`config.mk`:
```
export PLATFORM = sky130hd
export DESIGN_NAME = date_period_overlap_day_counter_unit
export DESIGN_NICKNAME = d
export VERILOG_FILES = /design/src/rtl/dpodc_pkg.sv /design/src/rtl/dpodc_day_num.sv /design/src/rtl/date_period_overlap_day_counter_unit.sv
export SDC_FILE = /design/constraint.sdc
export NUM_CORES = 2
export LEC_CHECK = 0
export ABC_AREA = 1
export BUFFER_PORTS_ARGS = -buffer_cell sky130_fd_sc_hd__buf_2
export CORE_MARGIN = 1.5
export CORE_UTILIZATION = 45
export DETAILED_ROUTE_END_ITERATION = 16
export HOLD_SLACK_MARGIN = 0.15
export PLACE_DENSITY = 0.65
export SLEW_MARGIN = 40
export SYNTH_ARGS = -nofsm -noshare
export SYNTH_HDL_FRONTEND = slang
export SYNTH_SLANG_ARGS = --single-unit
```
`constraint.sdc`:
```
create_clock -name i_clk -period 7.7 [get_ports i_clk]
set_input_delay 0.77 -clock i_clk [delete_from_list [all_inputs] [get_ports i_clk]]
set_output_delay 0.77 -clock i_clk [all_outputs]
set_load 0.01 [all_outputs]
```
`src/rtl/dpodc_pkg.sv`:
```
`default_nettype none

package dpodc_pkg;

    localparam int YEAR_MAX_DEF  = 9999;
    localparam int DAY_W         = 5;
    localparam int MON_W         = 4;
    localparam int YEAR_W        = 14;
    localparam int CNT_W         = 22;
    localparam int P365_W        = 23;
    localparam int PROD_W        = 27;
    localparam int QUO_W         = 8;
    localparam int DBM_W         = 9;
    localparam int RECIP_100     = 5243;
    localparam int RECIP_SH      = 19;
    localparam int DAYS_PER_YEAR = 365;
    localparam int CENTURY       = 100;

    localparam logic [CNT_W-1:0] COUNT_MAX = {CNT_W{1'b1}};

    localparam logic [MON_W-1:0] MONTH_JAN = 4'd1;
    localparam logic [MON_W-1:0] MONTH_FEB = 4'd2;
    localparam logic [MON_W-1:0] MONTH_DEC = 4'd12;

    typedef struct packed {
        logic [DAY_W-1:0]  day;
        logic [MON_W-1:0]  month;
        logic [YEAR_W-1:0] year;
    } t_date;

    function automatic logic [DAY_W-1:0] month_len(input logic [MON_W-1:0] m,
                                                   input logic leap);
        logic [DAY_W-1:0] len;
        case (m) inside
            4'd1, 4'd3, 4'd5, 4'd7, 4'd8, 4'd10, 4'd12: len = 5'd31;
            4'd4, 4'd6, 4'd9, 4'd11:                    len = 5'd30;
            4'd2:                                       len = leap ? 5'd29 : 5'd28;
            default:                                    len = 5'd0;
        endcase
        return len;
    endfunction

    function automatic logic [DBM_W-1:0] days_before(input logic [MON_W-1:0] m);
        logic [DBM_W-1:0] n;
        case (m)
            4'd1:    n = 9'd0;
            4'd2:    n = 9'd31;
            4'd3:    n = 9'd59;
            4'd4:    n = 9'd90;
            4'd5:    n = 9'd120;
            4'd6:    n = 9'd151;
            4'd7:    n = 9'd181;
            4'd8:    n = 9'd212;
            4'd9:    n = 9'd243;
            4'd10:   n = 9'd273;
            4'd11:   n = 9'd304;
            4'd12:   n = 9'd334;
            default: n = 9'd0;
        endcase
        return n;
    endfunction

endpackage

`default_nettype wire

```
`src/rtl/dpodc_day_num.sv`:
```
`default_nettype none

module dpodc_day_num #(
    parameter int YEAR_MAX = dpodc_pkg::YEAR_MAX_DEF,
    parameter int SERIAL_W = 22
) (
    input  wire logic                 i_clk,
    input  dpodc_pkg::t_date          i_date,
    output logic [SERIAL_W-1:0]       o_serial,
    output logic                      o_ok
);
    import dpodc_pkg::*;

    logic [YEAR_W-1:0]   w_p;
    logic [PROD_W-1:0]   w_pq;
    logic [PROD_W-1:0]   w_yq;
    logic [P365_W-1:0]   w_p365;
    logic                w_rng_ok;

    t_date               r1_date;
    logic [YEAR_W-1:0]   r1_p;
    logic [QUO_W-1:0]    r1_qp;
    logic [QUO_W-1:0]    r1_qy;
    logic [P365_W-1:0]   r1_p365;
    logic                r1_ok;

    logic [SERIAL_W-1:0] w_base;
    logic [YEAR_W:0]     w_y100;
    logic                w_leap;

    t_date               r2_date;
    logic [SERIAL_W-1:0] r2_base;
    logic                r2_leap;
    logic                r2_ok;

    logic [DAY_W-1:0]    w_len;
    logic                w_adj;
    logic [SERIAL_W-1:0] n_serial;
    logic [SERIAL_W-1:0] r_serial;
    logic                r_ok;

    // stage 1: year minus one, reciprocal products for the century quotients
    always_comb begin
        w_p      = i_date.year - YEAR_W'(1);
        w_pq     = PROD_W'(w_p) * PROD_W'(RECIP_100);
        w_yq     = PROD_W'(i_date.year) * PROD_W'(RECIP_100);
        w_p365   = P365_W'(w_p) * P365_W'(DAYS_PER_YEAR);
        w_rng_ok = (i_date.month >= MONTH_JAN) && (i_date.month <= MONTH_DEC)
                && (i_date.year != '0) && (32'(i_date.year) <= 32'(YEAR_MAX))
                && (i_date.day != '0);
    end

    always_ff @(posedge i_clk) begin
        r1_date <= i_date;
        r1_p    <= w_p;
        r1_qp   <= w_pq[RECIP_SH +: QUO_W];
        r1_qy   <= w_yq[RECIP_SH +: QUO_W];
        r1_p365 <= w_p365;
        r1_ok   <= w_rng_ok;
    end

    // stage 2: days before the year, leap test
    always_comb begin
        w_base = SERIAL_W'(r1_p365) + SERIAL_W'(r1_p >> 2)
               - SERIAL_W'(r1_qp) + SERIAL_W'(r1_qp >> 2);
        w_y100 = (YEAR_W+1)'(r1_qy) * (YEAR_W+1)'(CENTURY);
        w_leap = (r1_date.year[1:0] == 2'd0)
              && (({1'b0, r1_date.year} != w_y100) || (r1_qy[1:0] == 2'd0));
    end

    always_ff @(posedge i_clk) begin
        r2_date <= r1_date;
        r2_base <= w_base;
        r2_leap <= w_leap;
        r2_ok   <= r1_ok;
    end

    // stage 3: add month offset and day, check day against month length
    always_comb begin
        w_len    = month_len(r2_date.month, r2_leap);
        w_adj    = r2_leap && (r2_date.month > MONTH_FEB);
        n_serial = r2_base + SERIAL_W'(days_before(r2_date.month))
                 + SERIAL_W'(w_adj) + SERIAL_W'(r2_date.day);
    end

    always_ff @(posedge i_clk) begin
        r_serial <= n_serial;
        r_ok     <= r2_ok && (r2_date.day <= w_len);
    end

    assign o_serial = r_serial;
    assign o_ok     = r_ok;

endmodule

`default_nettype wire

```
`src/rtl/date_period_overlap_day_counter_unit.sv`:
```
// Each beat passes the three day-number stages, the intersect stage and the output stage,
// and its result then shows on o_valid.
// Throughput: one beat per cycle; o_busy is tied low in the five-stage pipeline.
// The receiver cannot stall; results are never held back.
// Reset (synchronous, active low) clears all valid bits; payload registers are not reset.
`default_nettype none

module date_period_overlap_day_counter_unit #(
    parameter int YEAR_MAX = dpodc_pkg::YEAR_MAX_DEF
) (
    input  wire logic                          i_clk,
    input  wire logic                          i_rst_n,
    input  wire logic                          i_start,
    output logic                               o_busy,
    input  wire logic [dpodc_pkg::DAY_W-1:0]   i_p1_start_day,
    input  wire logic [dpodc_pkg::MON_W-1:0]   i_p1_start_month,
    input  wire logic [dpodc_pkg::YEAR_W-1:0]  i_p1_start_year,
    input  wire logic [dpodc_pkg::DAY_W-1:0]   i_p1_end_day,
    input  wire logic [dpodc_pkg::MON_W-1:0]   i_p1_end_month,
    input  wire logic [dpodc_pkg::YEAR_W-1:0]  i_p1_end_year,
    input  wire logic [dpodc_pkg::DAY_W-1:0]   i_p2_start_day,
    input  wire logic [dpodc_pkg::MON_W-1:0]   i_p2_start_month,
    input  wire logic [dpodc_pkg::YEAR_W-1:0]  i_p2_start_year,
    input  wire logic [dpodc_pkg::DAY_W-1:0]   i_p2_end_day,
    input  wire logic [dpodc_pkg::MON_W-1:0]   i_p2_end_month,
    input  wire logic [dpodc_pkg::YEAR_W-1:0]  i_p2_end_year,
    output logic                               o_valid,
    output logic [dpodc_pkg::CNT_W-1:0]        o_overlap_days,
    output logic                               o_bad_date
);
    import dpodc_pkg::*;

    localparam int SERIAL_W = $clog2(YEAR_MAX * 366 + 32);
    localparam int DIFF_W   = SERIAL_W + 1;
    localparam int WIDE_W   = (DIFF_W > CNT_W) ? DIFF_W : CNT_W;
    localparam int NDATE    = 4;

    t_date               w_date [NDATE];
    logic [SERIAL_W-1:0] w_serial [NDATE];
    logic [NDATE-1:0]    w_ok;

    logic                w_accept;
    logic [3:0]          r_vld;

    logic [DIFF_W-1:0]   w_s1;
    logic [DIFF_W-1:0]   w_e1;
    logic [DIFF_W-1:0]   w_s2;
    logic [DIFF_W-1:0]   w_e2x;
    logic [DIFF_W-1:0]   r4_lo;
    logic [DIFF_W-1:0]   r4_hi;
    logic                r4_ok;

    logic [DIFF_W-1:0]   w_diff;
    logic [WIDE_W-1:0]   w_diff_wide;
    logic [CNT_W-1:0]    w_sat;
    logic [CNT_W-1:0]    n_days;

    logic                r_valid;
    logic [CNT_W-1:0]    r_days;
    logic                r_bad;

    assign w_accept = i_start && !o_busy;
    assign o_busy   = 1'b0;

    always_comb begin
        w_date[0] = '{day: i_p1_start_day, month: i_p1_start_month, year: i_p1_start_year};
        w_date[1] = '{day: i_p1_end_day,   month: i_p1_end_month,   year: i_p1_end_year};
        w_date[2] = '{day: i_p2_start_day, month: i_p2_start_month, year: i_p2_start_year};
        w_date[3] = '{day: i_p2_end_day,   month: i_p2_end_month,   year: i_p2_end_year};
    end

    for (genvar g = 0; g < NDATE; g++) begin : g_day
        dpodc_day_num #(
            .YEAR_MAX (YEAR_MAX),
            .SERIAL_W (SERIAL_W)
        ) u_day_num (
            .i_clk    (i_clk),
            .i_date   (w_date[g]),
            .o_serial (w_serial[g]),
            .o_ok     (w_ok[g])
        );
    end

    // stage 4: intersect the two ranges
    always_comb begin
        w_s1  = {1'b0, w_serial[0]};
        w_e1  = {1'b0, w_serial[1]};
        w_s2  = {1'b0, w_serial[2]};
        w_e2x = {1'b0, w_serial[3]} + DIFF_W'(1);
    end

    always_ff @(posedge i_clk) begin
        r4_lo <= (w_s1 > w_s2) ? w_s1 : w_s2;
        r4_hi <= (w_e1 < w_e2x) ? w_e1 : w_e2x;
        r4_ok <= &w_ok;
    end

    // stage 5: length of the intersection, saturated, zero for a bad date
    always_comb begin
        w_diff      = r4_hi - r4_lo;
        w_diff_wide = WIDE_W'(w_diff);
        w_sat       = (w_diff_wide > WIDE_W'(COUNT_MAX)) ? COUNT_MAX : CNT_W'(w_diff_wide);
        n_days      = (r4_ok && (r4_hi > r4_lo)) ? w_sat : '0;
    end

    always_ff @(posedge i_clk) begin
        r_days <= n_days;
        r_bad  <= !r4_ok;
    end

    always_ff @(posedge i_clk) begin
        if (!i_rst_n) begin
            r_vld   <= '0;
            r_valid <= 1'b0;
        end else begin
            r_vld   <= {r_vld[2:0], w_accept};
            r_valid <= r_vld[3];
        end
    end

    assign o_valid        = r_valid;
    assign o_overlap_days = r_days;
    assign o_bad_date     = r_bad;

endmodule

`default_nettype wire

```
==> metrics.cfg <==
[status]
status = complete, no violations

[detailed_routing]
drcViolationCount = 0
dr.pass1.iters = 6
antenna_left = 0
wl_um = 182100
avgViaCountPerCell = 4.977
drtIter0Drc = 3321
via_count = 56030
wl_per_cell_um = 16.17

[clock_network]
cts_tree = done
htree_levels = 3
numCtsBuffers = 78
root_buffer = clkbuf_16
cts.sinks = 630
post-cts-setup-buffer-count = 0
cts_resized = 0
clock_path_buffers = 3
clk_pin_slew_ns = 0.06
clk_latency_ns = 0.69
ctsHoldBuffers = 11

[critical_path]
cp_num_buf_inv = 8
worst_ep_required_time_ns = 8.28
crit_path_max_incr_delay_ns = 0.58
end_kind = flop
crit_top_cell = inv_1
slowest_stage = fa_1
path_delay_family = adder cells
crit_path_max_fanout = 9
critPathKind = in -> reg
crit_arrival_ns = 6.65
timing.reg2reg.setup_slack_ns = 3.98
startpoint_type = primary input

[yosys]
netlist.area_leader.share_pct = 24.73
synth_area_leaders = ha_1 (25%), fa_1 (20%), dfxtp_1 (17%), inv_1 (11%), nand2_1 (6.5%)
syn_area_um2 = 73200
ys_top_cells_by_count = inv_1 (2209), ha_1 (1447), nand2_1 (1275)
synth_enable_flop_cells = 0
synth_ff_type = dfxtp_1
syn_area_per_cell_um2 = 8.303
netlist_instances = 8816
ys_types = 58
seq_area_frac_synth_pct = 17.23
synth_largest_area_cell = ha_1
ys_seq_elements = 630
synth_most_common_cell = inv_1
async_flop_share_pct = 0
ys_warn_count = 0

[sta]
rsz0062_at_grt = no
max_slew_margin_pct = 43.50
clock_skew_ns = 0.02845
hold_viol = 0
min_period_ns = 6.079
worst_pin_slew_ns = 0.8451
post-route-period-util_pct = 78.94
final_max_slew_viol_count = 0
fmax_mhz = 164.5
setup_tns_ns = 0
setup_viol = 0

[placement]
dp_hpwl_um = 159300
port_buffers = 118
gp_congestion = 0.9447

[floorplanning]
initial_core_util_pct = 45.43
num_io_pins = 120
die_y_um = 406.3
rows = 147
die-area_um2 = 165100
core_um2 = 161100
die_w_um = 406.3

[grt]
grt_max_degree = 24
overflow = 0
grt_usage_pct = 22.59
grt_pass1_vias = 57660
grt_antenna_before_repair = 10
grt_pass1_wl_um = 298300

[worst_hold_path]
hold_path_class = in -> reg

[run]
cap_violations = 0

[layout]
final_layout_size_suffix_gt1_share_pct = 3.837
synthToLayoutAreaGrowth_pct = 8.610
finalNetCount = 11320

-- state kept, by name, indices dropped and copies added, names as in the netlist, 4 cells and up, named ones only --
register	cells
g_day.u_day_num.o_ok	4
g_day.u_day_num.o_serial	88
g_day.u_day_num.r1_date	92
g_day.u_day_num.r1_ok	4
g_day.u_day_num.r1_p	56
g_day.u_day_num.r1_p365	80
g_day.u_day_num.r1_qp	32
g_day.u_day_num.r1_qy	32
g_day.u_day_num.r2_base	88
g_day.u_day_num.r2_date	36
g_day.u_day_num.r2_leap	4
g_day.u_day_num.r2_ok	4
o_overlap_days	22
r4_hi	23
r4_lo	22
r_vld	4
-- cell usage in the layout (no fill, tap or decap), types with 6 or more instances in the layout --
cell,count
ha_1,1447
inv_6,11
o211ai_1,12
inv_2,13
fa_1,749
a21oi_1,402
nand3_1,365
dfxtp_1,630
a211oi_1,33
nor2_1,478
clkinv_4,10
o31ai_1,14
nand2_1,1275
o21ai_1,39
nand4_1,125
o21ai_0,242
o21a_1,11
bufinv_16,8
a21oi_2,18
nor4_1,19
buf_2,118
clkinv_2,9
a31oi_1,49
buf_4,26
xnor2_1,123
inv_1,2209
a21boi_0,17
clkbuf_16,81
xor2_1,260
nand3b_1,18
clkbuf_8,11
a21o_1,69
o21bai_1,31
nor3b_1,6
dlygate4sd3_1,11
nor3_1,79
or2_2,9
-- area by class of cell --
| type | count | area (um^2) |
|---|---|---|
| Antenna cell | 3 | 7.507 |
| Clock buffer | 96 | 2193 |
| Clock inverter | 50 | 626.9 |
| Fill cell | 15570 | 81620 |
| Inverter | 2223 | 8344 |
| Multi-Input combinational cell | 5941 | 52120 |
| Sequential cell | 630 | 12610 |
| Tap cell | 2160 | 2703 |
| Timing Repair Buffer | 155 | 895.9 |
-- per-layer routing --
layer / part of all wire [%] / wire length, um / up-vias / track usage, %
met3: 4.3 / 7913 / 205 / 2.649
met1: 49 / 88870 / 26650 / 31.96
met5: 0.0066 / 12 / - / 0
li1: - / - / 28080 / -
met2: 45 / 81690 / 1098 / 36.80
met4: 2.0 / 3613 / 2 / 5.007
-- worst register-to-register path, cell delays in order, from the launching register on --
cell	delay (ns)
dfxtp_1	0.51
ha_1	0.25
nand2_1	0.11
nor4_4	0.24
nand2_1	0.15
clkinv_1	0.12
nand2_1	0.07
xnor2_1	0.31
inv_1	0.09
ha_1	0.31
nand2_1	0.08
nor4_1	0.34
nand3b_2	0.48
nand2_4	0.42
nand2_1	0.09
nand2_1	0.10
-- kinds of logic (layout without fill, tap and decap cells) --
family	after synthesis	in the layout	synth area share, %
AOI/OAI and AO/OA	961	961	7.483
xor gates and xnor gates	386	386	4.629
adders and majority gates	2196	2196	45.22
buffers and inverters	2246	2524	11.60
DFF	630	630	17.23
other	1	5	0.005123
and+or+nand+nor	2396	2396	13.84
-- path summary, 6_finish.rpt --
path                                        from                              to  cells after the start
setup / recovery              i_p2_start_year[0]     g_day[2].u_day_num.r1_qp[5]                     28
hold / removal                 i_p2_start_day[3]  g_day[2].u_day_num.r1_date[21]                      1
setup reg to reg  g_day[3].u_day_num.o_serial[0]                       r4_hi[11]                     15
hold reg to reg   g_day[3].u_day_num.r1_date[21]  g_day[3].u_day_num.r2_date[21]                      0
-- through the flow --
step / hold WS [ns] / instance area (um^2) / std cells / utilization, % / setup slack (ns)
final: 0.2126 / 79500 / 11260 / 49.34 / 1.621
after floorplan: 0.3096 / 73210 / 8817 / - / 1.673
after global placement: 0.3116 / 76550 / 11100 / 47.51 / 1.107
after global routing: 0.1746 / 79500 / 11260 / 49.34 / 1.179
after CTS: 0.1514 / 79490 / 11260 / 49.34 / 1.725
after detailed placement: 0.3128 / 76560 / 11100 / 47.52 / 0.9726
Power is not shown: default switching activity piles up to over one toggle a cycle in this logic, so the estimate is an artifact.
